[src/i2cm_pkg.sv]
package i2cm_pkg;

  // command codes carried in the kind field
  localparam logic [2:0] KIND_NONE  = 3'd0;
  localparam logic [2:0] KIND_START = 3'd1;
  localparam logic [2:0] KIND_STOP  = 3'd2;
  localparam logic [2:0] KIND_WRITE = 3'd3;
  localparam logic [2:0] KIND_READ  = 3'd4;

  localparam logic [7:0] ACK_TIMEOUT_RESET = 8'd250;
  localparam logic [3:0] BITS_PER_BYTE     = 4'd8;

  typedef enum logic [4:0] {
    PH_IDLE = 5'd0,
    PH_ST1  = 5'd1,
    PH_ST2  = 5'd2,
    PH_SP1  = 5'd3,
    PH_SP2  = 5'd4,
    PH_WL   = 5'd5,
    PH_WH   = 5'd6,
    PH_AR   = 5'd7,
    PH_AW   = 5'd8,
    PH_AD   = 5'd9,
    PH_RH   = 5'd10,
    PH_RL   = 5'd11,
    PH_K1   = 5'd12,
    PH_K2   = 5'd13,
    PH_K3   = 5'd14,
    PH_K4   = 5'd15
  } phase_t;

  typedef struct packed {
    logic [2:0] kind;
    logic [7:0] tx_byte;
    logic       send_ack;
    logic       sda_in;
  } cmd_item_t;

  typedef struct packed {
    logic       scl_out;
    logic       sda_out;
    logic       busy_res;
    logic       done_res;
    logic [7:0] rx_byte;
    logic       ack_error;
  } res_item_t;

endpackage

[src/i2cm_if.sv]
interface i2cm_cmd_if;
  logic       valid;
  logic       ready;
  logic [2:0] kind;
  logic [7:0] tx_byte;
  logic       send_ack;
  logic       sda_in;

  modport source (output valid, kind, tx_byte, send_ack, sda_in, input ready);
  modport sink (input valid, kind, tx_byte, send_ack, sda_in, output ready);
endinterface

interface i2cm_res_if;
  logic       valid;
  logic       ready;
  logic       scl_out;
  logic       sda_out;
  logic       busy_res;
  logic       done_res;
  logic [7:0] rx_byte;
  logic       ack_error;

  modport source (output valid, scl_out, sda_out, busy_res, done_res, rx_byte, ack_error,
                  input ready);
  modport sink (input valid, scl_out, sda_out, busy_res, done_res, rx_byte, ack_error,
                output ready);
endinterface

interface i2cm_cfg_if;
  logic       valid;
  logic       ready;
  logic [7:0] data;

  modport source (output valid, data, input ready);
  modport sink (input valid, data, output ready);
endinterface

[src/i2cm_core.sv]
module i2cm_core
  import i2cm_pkg::*;
(
  input  logic       clk,
  input  logic       rst,
  input  logic       step_en,
  input  cmd_item_t  item,
  input  logic [7:0] ack_timeout,
  output res_item_t  result
);

  phase_t     phase, phase_next;
  logic [3:0] bit_count, bit_count_next;
  logic [7:0] shift_reg, shift_reg_next;
  logic [7:0] wait_count, wait_count_next;
  logic       scl_level, scl_level_next;
  logic       sda_level, sda_level_next;
  logic       ack_choice, ack_choice_next;
  logic       error_flag, error_flag_next;
  logic [7:0] rx_hold, rx_hold_next;

  always_ff @(posedge clk) begin
    if (rst) begin
      phase      <= PH_IDLE;
      bit_count  <= '0;
      shift_reg  <= '0;
      wait_count <= '0;
      scl_level  <= 1'b1;
      sda_level  <= 1'b1;
      ack_choice <= 1'b0;
      error_flag <= 1'b0;
      rx_hold    <= '0;
    end else if (step_en) begin
      phase      <= phase_next;
      bit_count  <= bit_count_next;
      shift_reg  <= shift_reg_next;
      wait_count <= wait_count_next;
      scl_level  <= scl_level_next;
      sda_level  <= sda_level_next;
      ack_choice <= ack_choice_next;
      error_flag <= error_flag_next;
      rx_hold    <= rx_hold_next;
    end
  end

  always_comb begin
    phase_t p;
    logic   busy;
    logic   done;

    phase_next      = phase;
    bit_count_next  = bit_count;
    shift_reg_next  = shift_reg;
    wait_count_next = wait_count;
    scl_level_next  = scl_level;
    sda_level_next  = sda_level;
    ack_choice_next = ack_choice;
    error_flag_next = error_flag;
    rx_hold_next    = rx_hold;
    busy            = 1'b1;
    done            = 1'b0;
    p               = (phase > PH_K4) ? PH_IDLE : phase;

    // idle: start and stop drive their first slot here; write and read
    // load their registers and fall into their first bit phase this slot
    if (p == PH_IDLE) begin
      unique case (item.kind)
        KIND_START: begin
          scl_level_next = 1'b1;
          sda_level_next = 1'b1;
          phase_next     = PH_ST1;
        end
        KIND_STOP: begin
          scl_level_next = 1'b0;
          sda_level_next = 1'b0;
          phase_next     = PH_SP1;
        end
        KIND_WRITE: begin
          shift_reg_next  = item.tx_byte;
          bit_count_next  = '0;
          wait_count_next = '0;
          error_flag_next = 1'b0;
          p               = PH_WL;
        end
        KIND_READ: begin
          shift_reg_next  = '0;
          bit_count_next  = '0;
          ack_choice_next = item.send_ack;
          p               = PH_RH;
        end
        default: begin
          busy       = 1'b0;
          phase_next = PH_IDLE;
        end
      endcase
    end

    unique case (p)
      PH_ST1: begin
        scl_level_next = 1'b1; sda_level_next = 1'b0; phase_next = PH_ST2;
      end
      PH_ST2: begin
        scl_level_next = 1'b0; sda_level_next = 1'b0; done = 1'b1; phase_next = PH_IDLE;
      end
      PH_SP1: begin
        scl_level_next = 1'b1; sda_level_next = 1'b0; phase_next = PH_SP2;
      end
      PH_SP2: begin
        scl_level_next = 1'b1; sda_level_next = 1'b1; done = 1'b1; phase_next = PH_IDLE;
      end
      PH_WL: begin
        scl_level_next = 1'b0;
        sda_level_next = shift_reg_next[7];
        phase_next     = PH_WH;
      end
      PH_WH: begin
        scl_level_next = 1'b1;
        sda_level_next = shift_reg_next[7];
        shift_reg_next = {shift_reg_next[6:0], 1'b0};
        bit_count_next = bit_count_next + 4'd1;
        phase_next     = (bit_count_next >= BITS_PER_BYTE) ? PH_AR : PH_WL;
      end
      PH_AR: begin
        scl_level_next = 1'b0; sda_level_next = 1'b1; phase_next = PH_AW;
      end
      PH_AW: begin
        scl_level_next = 1'b1;
        sda_level_next = 1'b1;
        if (!item.sda_in) begin
          phase_next = PH_AD;
        end else if (wait_count >= ack_timeout) begin
          // no acknowledge: pull SCL low and go into the stop sequence
          error_flag_next = 1'b1;
          scl_level_next  = 1'b0;
          sda_level_next  = 1'b0;
          phase_next      = PH_SP1;
        end else begin
          wait_count_next = wait_count + 8'd1;
        end
      end
      PH_AD: begin
        scl_level_next  = 1'b0;
        sda_level_next  = 1'b1;
        error_flag_next = 1'b0;
        done            = 1'b1;
        phase_next      = PH_IDLE;
      end
      PH_RH: begin
        scl_level_next = 1'b1;
        sda_level_next = 1'b1;
        shift_reg_next = {shift_reg_next[6:0], item.sda_in};
        bit_count_next = bit_count_next + 4'd1;
        phase_next     = PH_RL;
      end
      PH_RL: begin
        scl_level_next = 1'b0;
        sda_level_next = 1'b1;
        phase_next     = (bit_count_next >= BITS_PER_BYTE) ? PH_K1 : PH_RH;
      end
      PH_K1: begin
        scl_level_next = 1'b0; sda_level_next = !ack_choice_next; phase_next = PH_K2;
      end
      PH_K2: begin
        scl_level_next = 1'b1; sda_level_next = !ack_choice_next; phase_next = PH_K3;
      end
      PH_K3: begin
        scl_level_next = 1'b0; sda_level_next = !ack_choice_next; phase_next = PH_K4;
      end
      PH_K4: begin
        scl_level_next = 1'b0;
        sda_level_next = 1'b1;
        rx_hold_next   = shift_reg_next;
        done           = 1'b1;
        phase_next     = PH_IDLE;
      end
      default: begin
      end
    endcase

    result.scl_out   = scl_level_next;
    result.sda_out   = sda_level_next;
    result.busy_res  = busy;
    result.done_res  = done;
    result.rx_byte   = rx_hold_next;
    result.ack_error = error_flag_next;
  end

endmodule

[src/i2c_master_bit_engine_unit.sv]
// I2C master bit engine: one command transaction per bus timing slot.
// Path: an accepted command transaction is held in the input register, then its
// result is loaded into the result register, from which it can be taken.
// Throughput: one transaction per cycle; a held result stalls cmd after one more.
// Reset (rst, synchronous, active high): bus idle with SCL and SDA released,
// ack_timeout back to 250, no error, received byte zero, both stages empty.
module i2c_master_bit_engine_unit
  import i2cm_pkg::*;
(
  input logic       clk,
  input logic       rst,
  i2cm_cfg_if.sink  cfg,
  i2cm_cmd_if.sink  cmd,
  i2cm_res_if.source res
);

  // configuration: the single register, always writable
  logic [7:0] ack_timeout;

  assign cfg.ready = 1'b1;

  always_ff @(posedge clk) begin
    if (rst) begin
      ack_timeout <= ACK_TIMEOUT_RESET;
    end else if (cfg.valid) begin
      ack_timeout <= cfg.data;
    end
  end

  // input stage: holds one accepted command transaction
  logic      in_valid;
  cmd_item_t in_item;
  logic      advance;

  // a held item moves into the result register when that register is free
  // or its content is being taken this cycle
  assign advance   = in_valid && (!res.valid || res.ready);
  assign cmd.ready = !in_valid || advance;

  always_ff @(posedge clk) begin
    if (rst) begin
      in_valid <= 1'b0;
    end else if (cmd.valid && cmd.ready) begin
      in_valid <= 1'b1;
    end else if (advance) begin
      in_valid <= 1'b0;
    end
  end

  always_ff @(posedge clk) begin
    if (cmd.valid && cmd.ready) begin
      in_item.kind     <= cmd.kind;
      in_item.tx_byte  <= cmd.tx_byte;
      in_item.send_ack <= cmd.send_ack;
      in_item.sda_in   <= cmd.sda_in;
    end
  end

  // bus sequencer: state advances exactly once per item
  res_item_t step_res;

  i2cm_core u_core (
    .clk         (clk),
    .rst         (rst),
    .step_en     (advance),
    .item        (in_item),
    .ack_timeout (ack_timeout),
    .result      (step_res)
  );

  // result register
  always_ff @(posedge clk) begin
    if (rst) begin
      res.valid <= 1'b0;
    end else if (advance) begin
      res.valid <= 1'b1;
    end else if (res.ready) begin
      res.valid <= 1'b0;
    end
  end

  always_ff @(posedge clk) begin
    if (advance) begin
      res.scl_out   <= step_res.scl_out;
      res.sda_out   <= step_res.sda_out;
      res.busy_res  <= step_res.busy_res;
      res.done_res  <= step_res.done_res;
      res.rx_byte   <= step_res.rx_byte;
      res.ack_error <= step_res.ack_error;
    end
  end

  // a held item that cannot move on stays held
  a_hold_item: assert property (@(posedge clk) disable iff (rst)
    in_valid && !advance |=> in_valid)
    else $error("input item dropped while stalled");

  // every step produces a visible result next cycle
  a_step_result: assert property (@(posedge clk) disable iff (rst)
    advance |=> res.valid)
    else $error("step did not load result register");

  // an empty input stage always takes a transaction
  a_empty_ready: assert property (@(posedge clk) disable iff (rst)
    !in_valid |-> cmd.ready)
    else $error("input stage empty but not ready");

  // a command can only finish in a busy slot
  a_done_busy: assert property (@(posedge clk) disable iff (rst)
    res.valid && res.done_res |-> res.busy_res)
    else $error("done without busy");

endmodule
[src/flat_wrapper.sv]
// flat-port wrapper written by rule: the top's interface ports become plain ports
module i2c_master_bit_engine_unit_flat import i2cm_pkg::*;
  (clk, rst, cfg_valid, cfg_data, cfg_ready, cmd_valid, cmd_kind, cmd_tx_byte, cmd_send_ack, cmd_sda_in, cmd_ready, res_valid, res_scl_out, res_sda_out, res_busy_res, res_done_res, res_rx_byte, res_ack_error, res_ready);
  i2cm_cfg_if cfg_i ();
  i2cm_cmd_if cmd_i ();
  i2cm_res_if res_i ();
  input logic clk;
  input logic rst;
  input wire logic [$bits(cfg_i.valid)-1:0] cfg_valid;
  input wire logic [$bits(cfg_i.data)-1:0] cfg_data;
  output wire logic [$bits(cfg_i.ready)-1:0] cfg_ready;
  input wire logic [$bits(cmd_i.valid)-1:0] cmd_valid;
  input wire logic [$bits(cmd_i.kind)-1:0] cmd_kind;
  input wire logic [$bits(cmd_i.tx_byte)-1:0] cmd_tx_byte;
  input wire logic [$bits(cmd_i.send_ack)-1:0] cmd_send_ack;
  input wire logic [$bits(cmd_i.sda_in)-1:0] cmd_sda_in;
  output wire logic [$bits(cmd_i.ready)-1:0] cmd_ready;
  output wire logic [$bits(res_i.valid)-1:0] res_valid;
  output wire logic [$bits(res_i.scl_out)-1:0] res_scl_out;
  output wire logic [$bits(res_i.sda_out)-1:0] res_sda_out;
  output wire logic [$bits(res_i.busy_res)-1:0] res_busy_res;
  output wire logic [$bits(res_i.done_res)-1:0] res_done_res;
  output wire logic [$bits(res_i.rx_byte)-1:0] res_rx_byte;
  output wire logic [$bits(res_i.ack_error)-1:0] res_ack_error;
  input wire logic [$bits(res_i.ready)-1:0] res_ready;
  assign cfg_i.valid = cfg_valid;
  assign cfg_i.data = cfg_data;
  assign cfg_ready = cfg_i.ready;
  assign cmd_i.valid = cmd_valid;
  assign cmd_i.kind = cmd_kind;
  assign cmd_i.tx_byte = cmd_tx_byte;
  assign cmd_i.send_ack = cmd_send_ack;
  assign cmd_i.sda_in = cmd_sda_in;
  assign cmd_ready = cmd_i.ready;
  assign res_valid = res_i.valid;
  assign res_scl_out = res_i.scl_out;
  assign res_sda_out = res_i.sda_out;
  assign res_busy_res = res_i.busy_res;
  assign res_done_res = res_i.done_res;
  assign res_rx_byte = res_i.rx_byte;
  assign res_ack_error = res_i.ack_error;
  assign res_i.ready = res_ready;
  i2c_master_bit_engine_unit u_core (.clk(clk), .rst(rst), .cfg(cfg_i), .cmd(cmd_i), .res(res_i));
endmodule
[config.mk]
export PLATFORM = sky130hd
export DESIGN_NAME = i2c_master_bit_engine_unit_flat
export DESIGN_NICKNAME = d
export VERILOG_FILES = /design/src/i2cm_pkg.sv /design/src/i2cm_if.sv /design/src/i2cm_core.sv /design/src/i2c_master_bit_engine_unit.sv /design/src/flat_wrapper.sv
export SDC_FILE = /design/constraint.sdc
export NUM_CORES = 1
export LEC_CHECK = 0
export BUFFER_PORTS_ARGS = -buffer_cell sky130_fd_sc_hd__buf_2
export CAP_MARGIN = 5
export CELL_PAD_IN_SITES_DETAIL_PLACEMENT = 1
export CELL_PAD_IN_SITES_GLOBAL_PLACEMENT = 1
export CORE_UTILIZATION = 48
export DETAILED_ROUTE_END_ITERATION = 16
export GPL_TIMING_DRIVEN = 0
export PLACE_DENSITY_LB_ADDON = 0.12
export SYNTH_ARGS = -nofsm -noshare
export SYNTH_HDL_FRONTEND = slang
export SYNTH_SLANG_ARGS = --single-unit
[constraint.sdc]
create_clock -name clk -period 3.1 [get_ports clk]
set_input_delay 0.31 -clock clk [delete_from_list [all_inputs] [get_ports clk]]
set_output_delay 0.31 -clock clk [all_outputs]
set_load 0.05 [all_outputs]
==> flow_summary.yaml, run 1 <==
clocking:
  insertion_delay_ps: 360
  cts.sinks: 73
  holdBufCountCts: 0
  cts_root_buf: "clkbuf_8"
  cts_setup_buffers: 0
  cts_tree: "built"
  path_clk_slew_ps: 90
  clock_path_buffers: 2
  cts-resized-gates: 0
  cts_inserted_buffers: 9
  cts-htree-levels: 3
grt:
  grt_usage_pct: 27.76
  grt_pass1_vias: 3259
  antenna_found_initial: 0
  grt_max_degree: 23
  gr-total-overflow: 0
  grt_pass1_wl_mm: 16.38
die:
  fp.coreArea_mm2: 0.007331
  die_w_um: 89.50
  rows: 31
  die-area_mm2: 0.008009
  ios: 42
  start_util_pct: 50.13
  fp.dieH_um: 89.50
worst_setup_path:
  cp_num_buf_inv: 3
  crit_type: "reg -> reg"
  critPathMaxStageDelay_ps: 780
  crit_path_top_delay_cell: "nor3_1"
  crit_fanout: 10
  crit_top_cell: "buf_2"
  cp.required_ps: 3360
  path_cells: "buf_2, clkbuf_1, nand2_1, nor3_1, buf_2, nor2_1, a211oi_1"
  start_kind: "flip-flop"
  endpoint_kind: "flip-flop"
  crit_family: "simple AND/OR/NAND/NOR gates"
  arrival_ps: 2910
sta:
  fin_skew_ps: 9.468
  rsz0062_at_grt: "no"
  period_share_pct: 85.29
  period_needed_ps: 2644
  slew_headroom_pct: 17.30
  hold_viol: 0
  fmax_mhz: 378.2
  worst_pin_slew_ps: 1241
  setup_viol: 0
  slew_violations: 0
  finalSetupTns_ps: 0
detailed_routing:
  drc: 0
  dr.max_layer_used: "met4"
  dr_wl_met2_mm: 5.050
  first_pass_iters: 4
  drtAntennaViolNets: 0
  post_drt_wl_per_cell_um: 18.32
  wl_mm: 10.18
  vias: 3306
  wl_met3_um: 416
  wl_met1_mm: 4.495
  post_drt_via_cell_ratio: 5.946
  drt_iter0_drc: 140
placed_design:
  dp.cells: 540
  hpwlAfterDp_mm: 7.402
  port_buffers: 39
  postPlaceCellArea_mm2: 0.003994
  routabilityCongestion: 0.8848
logic_synthesis:
  synth_area_leaders: "dfxtp_1 (26%), edfxtp_1 (21%), a21oi_1 (5.2%), nor2_1 (4.8%), nand2_1 (3.8%)"
  synth_ff_type: "dfxtp_1"
  ys_types: 59
  netlist.area_leader.share_pct: 25.60
  yosysTopAreaCell: "dfxtp_1"
  yosysSeqAreaShare_pct: 46.85
  yosysWarnings: 0
  synth_nets: 437
  synth_area_mm2: 0.003675
  async_flop_share_pct: 0
  syn_area_per_cell_um2: 9.141
  synth_edf_count: 26
  syn_inst: 402
  synth_seq_cells: 73
status:
  outcome: "completed"
cells_and_area:
  largest_reg_flops: 13
  regMostFlops: "u_core.in_item"
  drive_gt1_share_pct: 17.29
  area_growth_pct: 14.27
  fin_area_mm2: 0.004199
  antenna_cells: 0
  nets: 487
  layout.cells.non_filler: 556
power:
  powerDensity_mw_per_mm2: 516.0
  p_leak_nw: 1.600
  vdd_drop_max_uv: 288.7
job:
  maxCapViolations: 0
worst_hold_path:
  hold_class: "in -> reg"
-- routing by layer --
metal / vias to the layer above / track usage [%]
li1: 1576 / -
met1: 1623 / 34.95
met2: 88 / 48.02
met3: 19 / 4.340
met4: 0 / 10.25
met5: - / 0
-- cells in the mapped netlist, types with 3 or more instances --
master / instances
mux2i_1: 7
nand3_1: 12
nor3_1: 9
a21oi_1: 38
nor2b_1: 7
o22ai_1: 8
nor3b_1: 3
inv_1: 12
clkbuf_1: 15
a211oi_1: 12
and3_1: 4
a21o_1: 3
nand2_1: 37
mux2_2: 3
buf_2: 7
o211ai_1: 9
nor2_1: 47
ha_1: 9
a22o_1: 7
dfxtp_1: 47
a211oi_2: 4
o21ai_0: 21
a22oi_1: 8
nand2b_1: 3
edfxtp_1: 26
-- logic make-up after synthesis --
family	count (synthesis)	synth area share [%]
compound gates	127	23.05
xor+xnor	4	0.9535
fa+ha+maj	9	3.064
buf+inv	39	4.426
flops	73	46.85
mux	10	2.826
other cells	1	0.1020
simple gates	139	18.73
-- path summary, 6_finish.rpt --
path,startpoint,to,slack (ps),cells after the start
worst max register to register,u_core.u_core.phase[3],u_core.u_core.rx_hold[7],460,7
worst max-delay path,u_core.u_core.phase[3],u_core.u_core.rx_hold[7],460,7
worst min register to register,u_core.u_core.error_flag,u_core.u_core.error_flag,490,2
worst min-delay path,cmd_tx_byte[0],u_core.in_item[2],120,1
-- cells in the final DEF (no fill, tap or decap), types with 12 or more instances in the layout --
cell type,n
nand3_1,12
inv_1,12
edfxtp_1,26
o21ai_0,21
dfxtp_1,47
clkbuf_1,15
nand2_1,37
a21oi_1,38
a211oi_1,12
buf_2,46
nor2_1,47
-- cell type report --
cell class / count / area [um2]
tap: 99 / 123.9
inverter: 14 / 52.55
timing repair buffer: 39 / 195.2
sequential: 73 / 1722
clock inverter: 7 / 81.33
buffer: 25 / 110.1
fill: 898 / 3132
multi-input combinational: 290 / 1790
clock buffer: 9 / 123.9
-- through the flow --
| step | utilization (%) | power (mW) | worst slack, ps | hold WS, ps |
|---|---|---|---|---|
| after floorplan | - | 1.296 | 916.6 | 408.9 |
| after global placement | 54.48 | 1.388 | 480.9 | 440.5 |
| after detailed placement | 54.48 | 1.396 | 438.2 | 467.1 |
| after CTS | 57.28 | 2.179 | 409.8 | 104.5 |
| after global routing | 57.28 | 2.256 | 147.9 | 107.0 |
| final | 57.28 | 2.167 | 456.0 | 117.9 |
-- report_power, final --
group | internal (mW) | switching (mW) | total, mW | leakage [nW]
sequential | 1.03 | 0.0205 | 1.05 | 0.638
combinational | 0.105 | 0.221 | 0.326 | 0.859
clock | 0.386 | 0.403 | 0.789 | 0.103
total | 1.52 | 0.644 | 2.17 | 1.60
No activity file was read; power rests on OpenSTA's default activity.
==> inputs of run 2 (changes only) <==
--- a/config.mk
+++ b/config.mk
@@ -5,11 +5,12 @@
 export SDC_FILE = /design/constraint.sdc
 export NUM_CORES = 1
 export LEC_CHECK = 0
+export ABC_AREA = 1
 export BUFFER_PORTS_ARGS = -buffer_cell sky130_fd_sc_hd__buf_2
 export CAP_MARGIN = 5
 export CELL_PAD_IN_SITES_DETAIL_PLACEMENT = 1
 export CELL_PAD_IN_SITES_GLOBAL_PLACEMENT = 1
-export CORE_UTILIZATION = 48
+export CORE_UTILIZATION = 47
 export DETAILED_ROUTE_END_ITERATION = 16
 export GPL_TIMING_DRIVEN = 0
 export PLACE_DENSITY_LB_ADDON = 0.12
==> run 2 against run 1 <==
Net effect:
- largest cell class is now registers
- cell area up 2.4%
- non-clock buffer count fell by 7
- synthesized area increased by 1.8%
- synthesized cell count rose by 18%
- flip-flop and latch count unchanged
- cell count up 14%
- register-to-register slack improved by 450 ps
- first-iteration DRC count increased by 24%
- utilization is 1.6 points lower
- via count increased by 3.5%
==> flow_summary.yaml, run 2 <==
worst_setup_path:
  endpoint: "u_core.res.rx_byte[6]"
  r2r-end: "u_core.res.rx_byte[6]"
  startpoint: "u_core.in_item[12]"
  crit_type: "reg -> reg"
  reg2reg_from: "u_core.in_item[12]"
  reg2reg_setup_slack_ps: 910
  start_kind: "flip-flop"
  arrival_ps: 2310
  crit_fanout: 10
  reg2reg_depth: 9
  endpoint_kind: "flip-flop"
  cp.required_ps: 3220
clocking:
  cts.sinks: 73
  cts_setup_buffers: 0
  cts_inserted_buffers: 9
  cts_root_buf: "clkbuf_8"
  holdBufCountCts: 0
  cts-htree-levels: 3
  insertion_delay_ps: 350
  clock_path_buffers: 2
  cts-resized-gates: 0
  cts_tree: "built"
  path_clk_slew_ps: 80
sta:
  fin_skew_ps: 9.957
  rsz0062_at_grt: "no"
  slew_headroom_pct: 53.87
  hold_viol: 0
  setup_viol: 0
  hold_slack_ps: 130.3
  period_needed_ps: 2194
  fin_ws_ps: 905.7
  fmax_mhz: 455.7
  finalSetupTns_ps: 0
  slew_violations: 0
  worst_pin_slew_ps: 692.0
  period_share_pct: 70.78
logic_synthesis:
  synth_edf_count: 26
  syn_inst: 475
  ys_types: 42
  syn_area_per_cell_um2: 7.876
  async_flop_share_pct: 0
  yosysTopAreaCell: "dfxtp_1"
  yosysWarnings: 0
  synth_ff_type: "dfxtp_1"
  synth_top_cells_by_count: "nand2_1 (108), inv_1 (49), dfxtp_1 (47)"
  yosysSeqAreaShare_pct: 46.02
  synth_nets: 510
  synth_area_mm2: 0.003741
  synth_seq_cells: 73
  yosysMostFrequentCell: "nand2_1"
  netlist.area_leader.share_pct: 25.15
  synth_area_leaders: "dfxtp_1 (25%), edfxtp_1 (21%), nand2_1 (11%), a21oi_1 (6.0%), o21ai_0 (4.9%)"
power:
  p_total_mw: 2.242
  vdd_drop_max_uv: 321.4
  p_leak_nw: 1.924
  powerDensity_mw_per_mm2: 521.3
cells_and_area:
  area_growth_pct: 14.98
  layout_common_cells: "nand2_1 (108), inv_1 (49), dfxtp_1 (47)"
  final_util_pct: 55.67
  largest_reg_flops: 13
  drive_gt1_share_pct: 18.98
  regMostFlops: "u_core.in_item"
  nets: 562
  fin_area_mm2: 0.004302
  layout.cells.non_filler: 634
  mostFrequentLayoutCell: "nand2_1"
  antenna_cells: 0
grt:
  grtUsageMet2_pct: 47.79
  grt_max_degree: 23
  grt_pass1_vias: 3448
  grt_pass1_wl_mm: 16.92
  antenna_found_initial: 0
  grt_usage_pct: 26.44
  gr-usage-met3_pct: 4.271
  busiest_layer: "met2"
  gr-usage-met1_pct: 31.94
  gr-total-overflow: 0
detailed_routing:
  drt_iter0_drc: 174
  post_drt_wl_per_cell_um: 16.19
  post_drt_via_cell_ratio: 5.396
  wl_mm: 10.27
  drtAntennaViolNets: 0
  drc: 0
  vias: 3421
  first_pass_iters: 4
placed_design:
  postPlaceCellArea_mm2: 0.004069
  routabilityCongestion: 0.8416
  dp.cells: 617
  port_buffers: 40
  hpwlAfterDp_mm: 7.502
  dpl_worst_slack_ps: 888.1
die:
  fp.coreArea_mm2: 0.007727
  rows: 32
  ios: 42
  fp.dieH_um: 91.22
  die_w_um: 91.22
  start_util_pct: 48.41
  die-area_mm2: 0.008320
job:
  maxCapViolations: 0
worst_hold_path:
  worstHoldStart: "cmd_tx_byte[1]"
  hold_class: "in -> reg"
status:
  outcome: "completed"
-- run 2: routing by layer --
layer,routed length [um],share of wire (%)
met4,119,1.2
met3,453,4.4
met5,0,0
met2,5204,51
met1,4489,44
-- run 2: kinds of logic after synthesis --
family	count (synthesis)	synth area share, %
simple gates	203	25.12
compound gates	110	16.96
buf+inv	77	8.328
flops	73	46.02
fa+ha+maj	9	3.010
xor+xnor	2	0.4683
other cells	1	0.1002
-- run 2: power by group --
part,leakage [nW],switching [mW],internal [mW]
Clock,0.107,0.366,0.458
Combinational,1.18,0.243,0.104
Sequential,0.634,0.0248,1.05
-- run 2: worst min-delay path by stage --
stage / end / slack [ps] / cells after the start
after floorplan: u_core.in_item[0] / 410 / 0
after global placement: u_core.u_core.scl_level / 450 / 2
after detailed placement: u_core.u_core.sda_level / 450 / 2
after CTS: u_core.in_item[3] / 120 / 1
after global routing: u_core.in_item[5] / 110 / 1
final: u_core.in_item[3] / 130 / 1
-- run 2: area by class of cell --
cell class / count / area [um2]
fillers: 996 / 3426
repair buffers: 41 / 215.2
multi-input cells: 325 / 1708
inverters: 61 / 229.0
plain buffers: 16 / 82.58
flip-flops and latches: 73 / 1722
clock buffers: 10 / 127.6
well taps: 102 / 127.6
clock inverters: 6 / 90.09
-- run 2: critical path, cell delays in order, from the launching register on --
cell and delay, ps:
edfxtp_1 440, inv_1 120, nand3_1 150, nand2_1 140, nand3_1 180, buf_2 260
a22oi_1 420, nand2_1 110, nand2_1 110, inv_1 40
==> inputs of run 3 (changes only) <==
--- a/config.mk
+++ b/config.mk
@@ -10,7 +10,7 @@
 export CAP_MARGIN = 5
 export CELL_PAD_IN_SITES_DETAIL_PLACEMENT = 1
 export CELL_PAD_IN_SITES_GLOBAL_PLACEMENT = 1
-export CORE_UTILIZATION = 47
+export CORE_UTILIZATION = 43
 export DETAILED_ROUTE_END_ITERATION = 16
 export GPL_TIMING_DRIVEN = 0
 export PLACE_DENSITY_LB_ADDON = 0.12
==> constraint.sdc (replaced) <==
create_clock -name clk -period 2.2 [get_ports clk]
set_input_delay 0.22 -clock clk [delete_from_list [all_inputs] [get_ports clk]]
set_output_delay 0.22 -clock clk [all_outputs]
set_load 0.05 [all_outputs]
==> run 3 against run 2 <==
Net effect:
- first-iteration DRC count down 33%
- clock-buffer cell count shrank 1
- power grew 39%
- sequential power grew 41%
- hold slack worse by 110 ps
- critical path depth is the same
==> flow_summary.yaml, run 3 (synthesis gave the netlist of run 2 again) <==
clocking:
  cts-htree-levels: 3
  clock_path_buffers: 2
  insertion_delay_ps: 370
  path_clk_slew_ps: 90
  cts_root_buf: "clkbuf_8"
  holdBufCountCts: 0
  cts.sinks: 73
  cts_setup_buffers: 0
  cts_tree: "built"
  cts_inserted_buffers: 9
detailed_routing:
  post_drt_via_cell_ratio: 5.323
  drc: 0
  drtAntennaViolNets: 0
  vias: 3391
  drt_iter0_drc: 116
  first_pass_iters: 4
  post_drt_wl_per_cell_um: 16.55
  wl_mm: 10.54
cells_and_area:
  drive_gt1_share_pct: 21.62
  fin_area_mm2: 0.004343
  largest_reg_flops: 13
  nets: 562
  seqCellArea_mm2: 0.001725
  mostFrequentLayoutCell: "nand2_1"
  n_fill_cell: 1051
  regMostFlops: "u_core.in_item"
  multi_input_area_mm2: 0.001759
  layout_common_cells: "nand2_1 (104), inv_1 (49), dfxtp_1 (46)"
  antenna_cells: 0
  area_growth_pct: 16.09
die:
  fp.dieH_um: 95.28
  die-area_mm2: 0.009077
  fp.coreArea_mm2: 0.008299
  rows: 33
  die_w_um: 95.28
  start_util_pct: 45.08
  ios: 42
sta:
  worst_pin_slew_ps: 755.5
  period_needed_ps: 2091
  slew_violations: 0
  hold_viol: 0
  slew_headroom_pct: 49.64
  setup_viol: 0
  period_share_pct: 95.06
  fmax_mhz: 478.2
  fin_skew_ps: 10.90
worst_setup_path:
  cp.required_ps: 2340
  start_kind: "flip-flop"
  crit_fanout: 10
  crit_type: "reg -> reg"
  r2r-end: "u_core.res.rx_byte[6]"
  reg2reg_depth: 9
  arrival_ps: 2230
  reg2reg_from: "u_core.in_item[12]"
  reg2reg_setup_slack_ps: 110
  endpoint_kind: "flip-flop"
grt:
  grt_usage_pct: 24.71
  antenna_found_initial: 0
  gr-total-overflow: 0
  grt_max_degree: 23
  grt_pass1_vias: 3426
  grt_pass1_wl_mm: 16.53
power:
  vdd_drop_max_uv: 348.7
  p_total_mw: 3.120
  p_leak_nw: 1.923
  powerDensity_mw_per_mm2: 718.3
placed_design:
  routabilityCongestion: 0.8769
  port_buffers: 40
  postPlaceCellArea_mm2: 0.004073
  hpwlAfterDp_mm: 7.571
status:
  outcome: "completed"
worst_hold_path:
  whs_endpoint: "u_core.in_item[6]"
  whs_path_depth: 1
  worstHoldStart: "cmd_tx_byte[4]"
  hold_class: "in -> reg"
job:
  maxCapViolations: 0
-- run 3: changes by cell type in the layout (fill, tap and decap cells not counted), sizes merged --
cell    change
buf         -1
bufinv      -1
clkinv      +2
-- run 3: worst max-delay path by stage --
stage	start	to	depth (start not counted)	slack (ps)
6_report	u_core.in_item[12]	u_core.res.rx_byte[6]	9	110
5_1_grt	u_core.in_item[12]	u_core.res.rx_byte[7]	8	-60
4_1_cts	u_core.in_item[11]	u_core.res.sda_out	11	2
3_5_place_dp	u_core.in_item[12]	u_core.res.rx_byte[6]	9	20
3_3_place_gp	u_core.in_item[11]	u_core.res.sda_out	11	90
2_1_floorplan	u_core.res.valid	u_core.in_item[0]	3	300
-- run 3: area by class of cell --
class	count	area share, %
multi-input cells	325	40.51
flip-flops and latches	73	39.73
inverters	61	5.272
repair buffers	41	4.869
well taps	105	3.025
clock buffers	9	2.852
plain buffers	16	1.959
clock inverters	7	1.786
-- run 3: per-layer routing --
metal / up-vias / global-route usage (%) / part of all wire (%)
li1: 1678 / - / -
met1: 1625 / 29.70 / 44
met2: 71 / 43.75 / 50
met3: 17 / 3.668 / 4.0
met4: 0 / 10.23 / 2.2
met5: - / 0 / 0
-- run 3: metrics by stage --
| stage | setup slack (ps) | TNS, ps | instances | hold WS [ps] | util, % |
|---|---|---|---|---|---|
| 4_1_cts | 2.361 | 0 | 636 | 11.69 | 51.50 |
| 3_3_place_gp | 85.36 | 0 | 620 | 396.0 | 49.07 |
| 3_5_place_dp | 19.48 | 0 | 620 | 398.4 | 49.07 |
| 2_1_floorplan | 295.8 | 0 | 475 | 318.9 | - |
| 5_1_grt | -64.06 | -171.2 | 637 | 10.60 | 52.33 |
| 6_report | 108.6 | 0 | 637 | 20.51 | 52.33 |
-- run 3: report_power, final --
part,leakage [nW],internal [mW],switching [mW],total [mW]
clock,0.100,0.533,0.578,1.11
combinational,1.19,0.149,0.348,0.497
sequential,0.635,1.47,0.0373,1.51
total,1.92,2.16,0.964,3.12
-- run 3: worst max-delay path, cell delays in order, from the launching register on --
cell and delay (ps):
edfxtp_1 460, inv_1 130, nand3_1 140, nand2_1 150, nand3_2 160, clkbuf_4 260
a22oi_2 250, nand2_1 130, nand2_1 130, inv_1 50
-- run 3: repair_timing --
action,CTS,global route
hold endpoints to repair,0,0
endpoints found under the setup margin,0,26
resized for setup,0,16
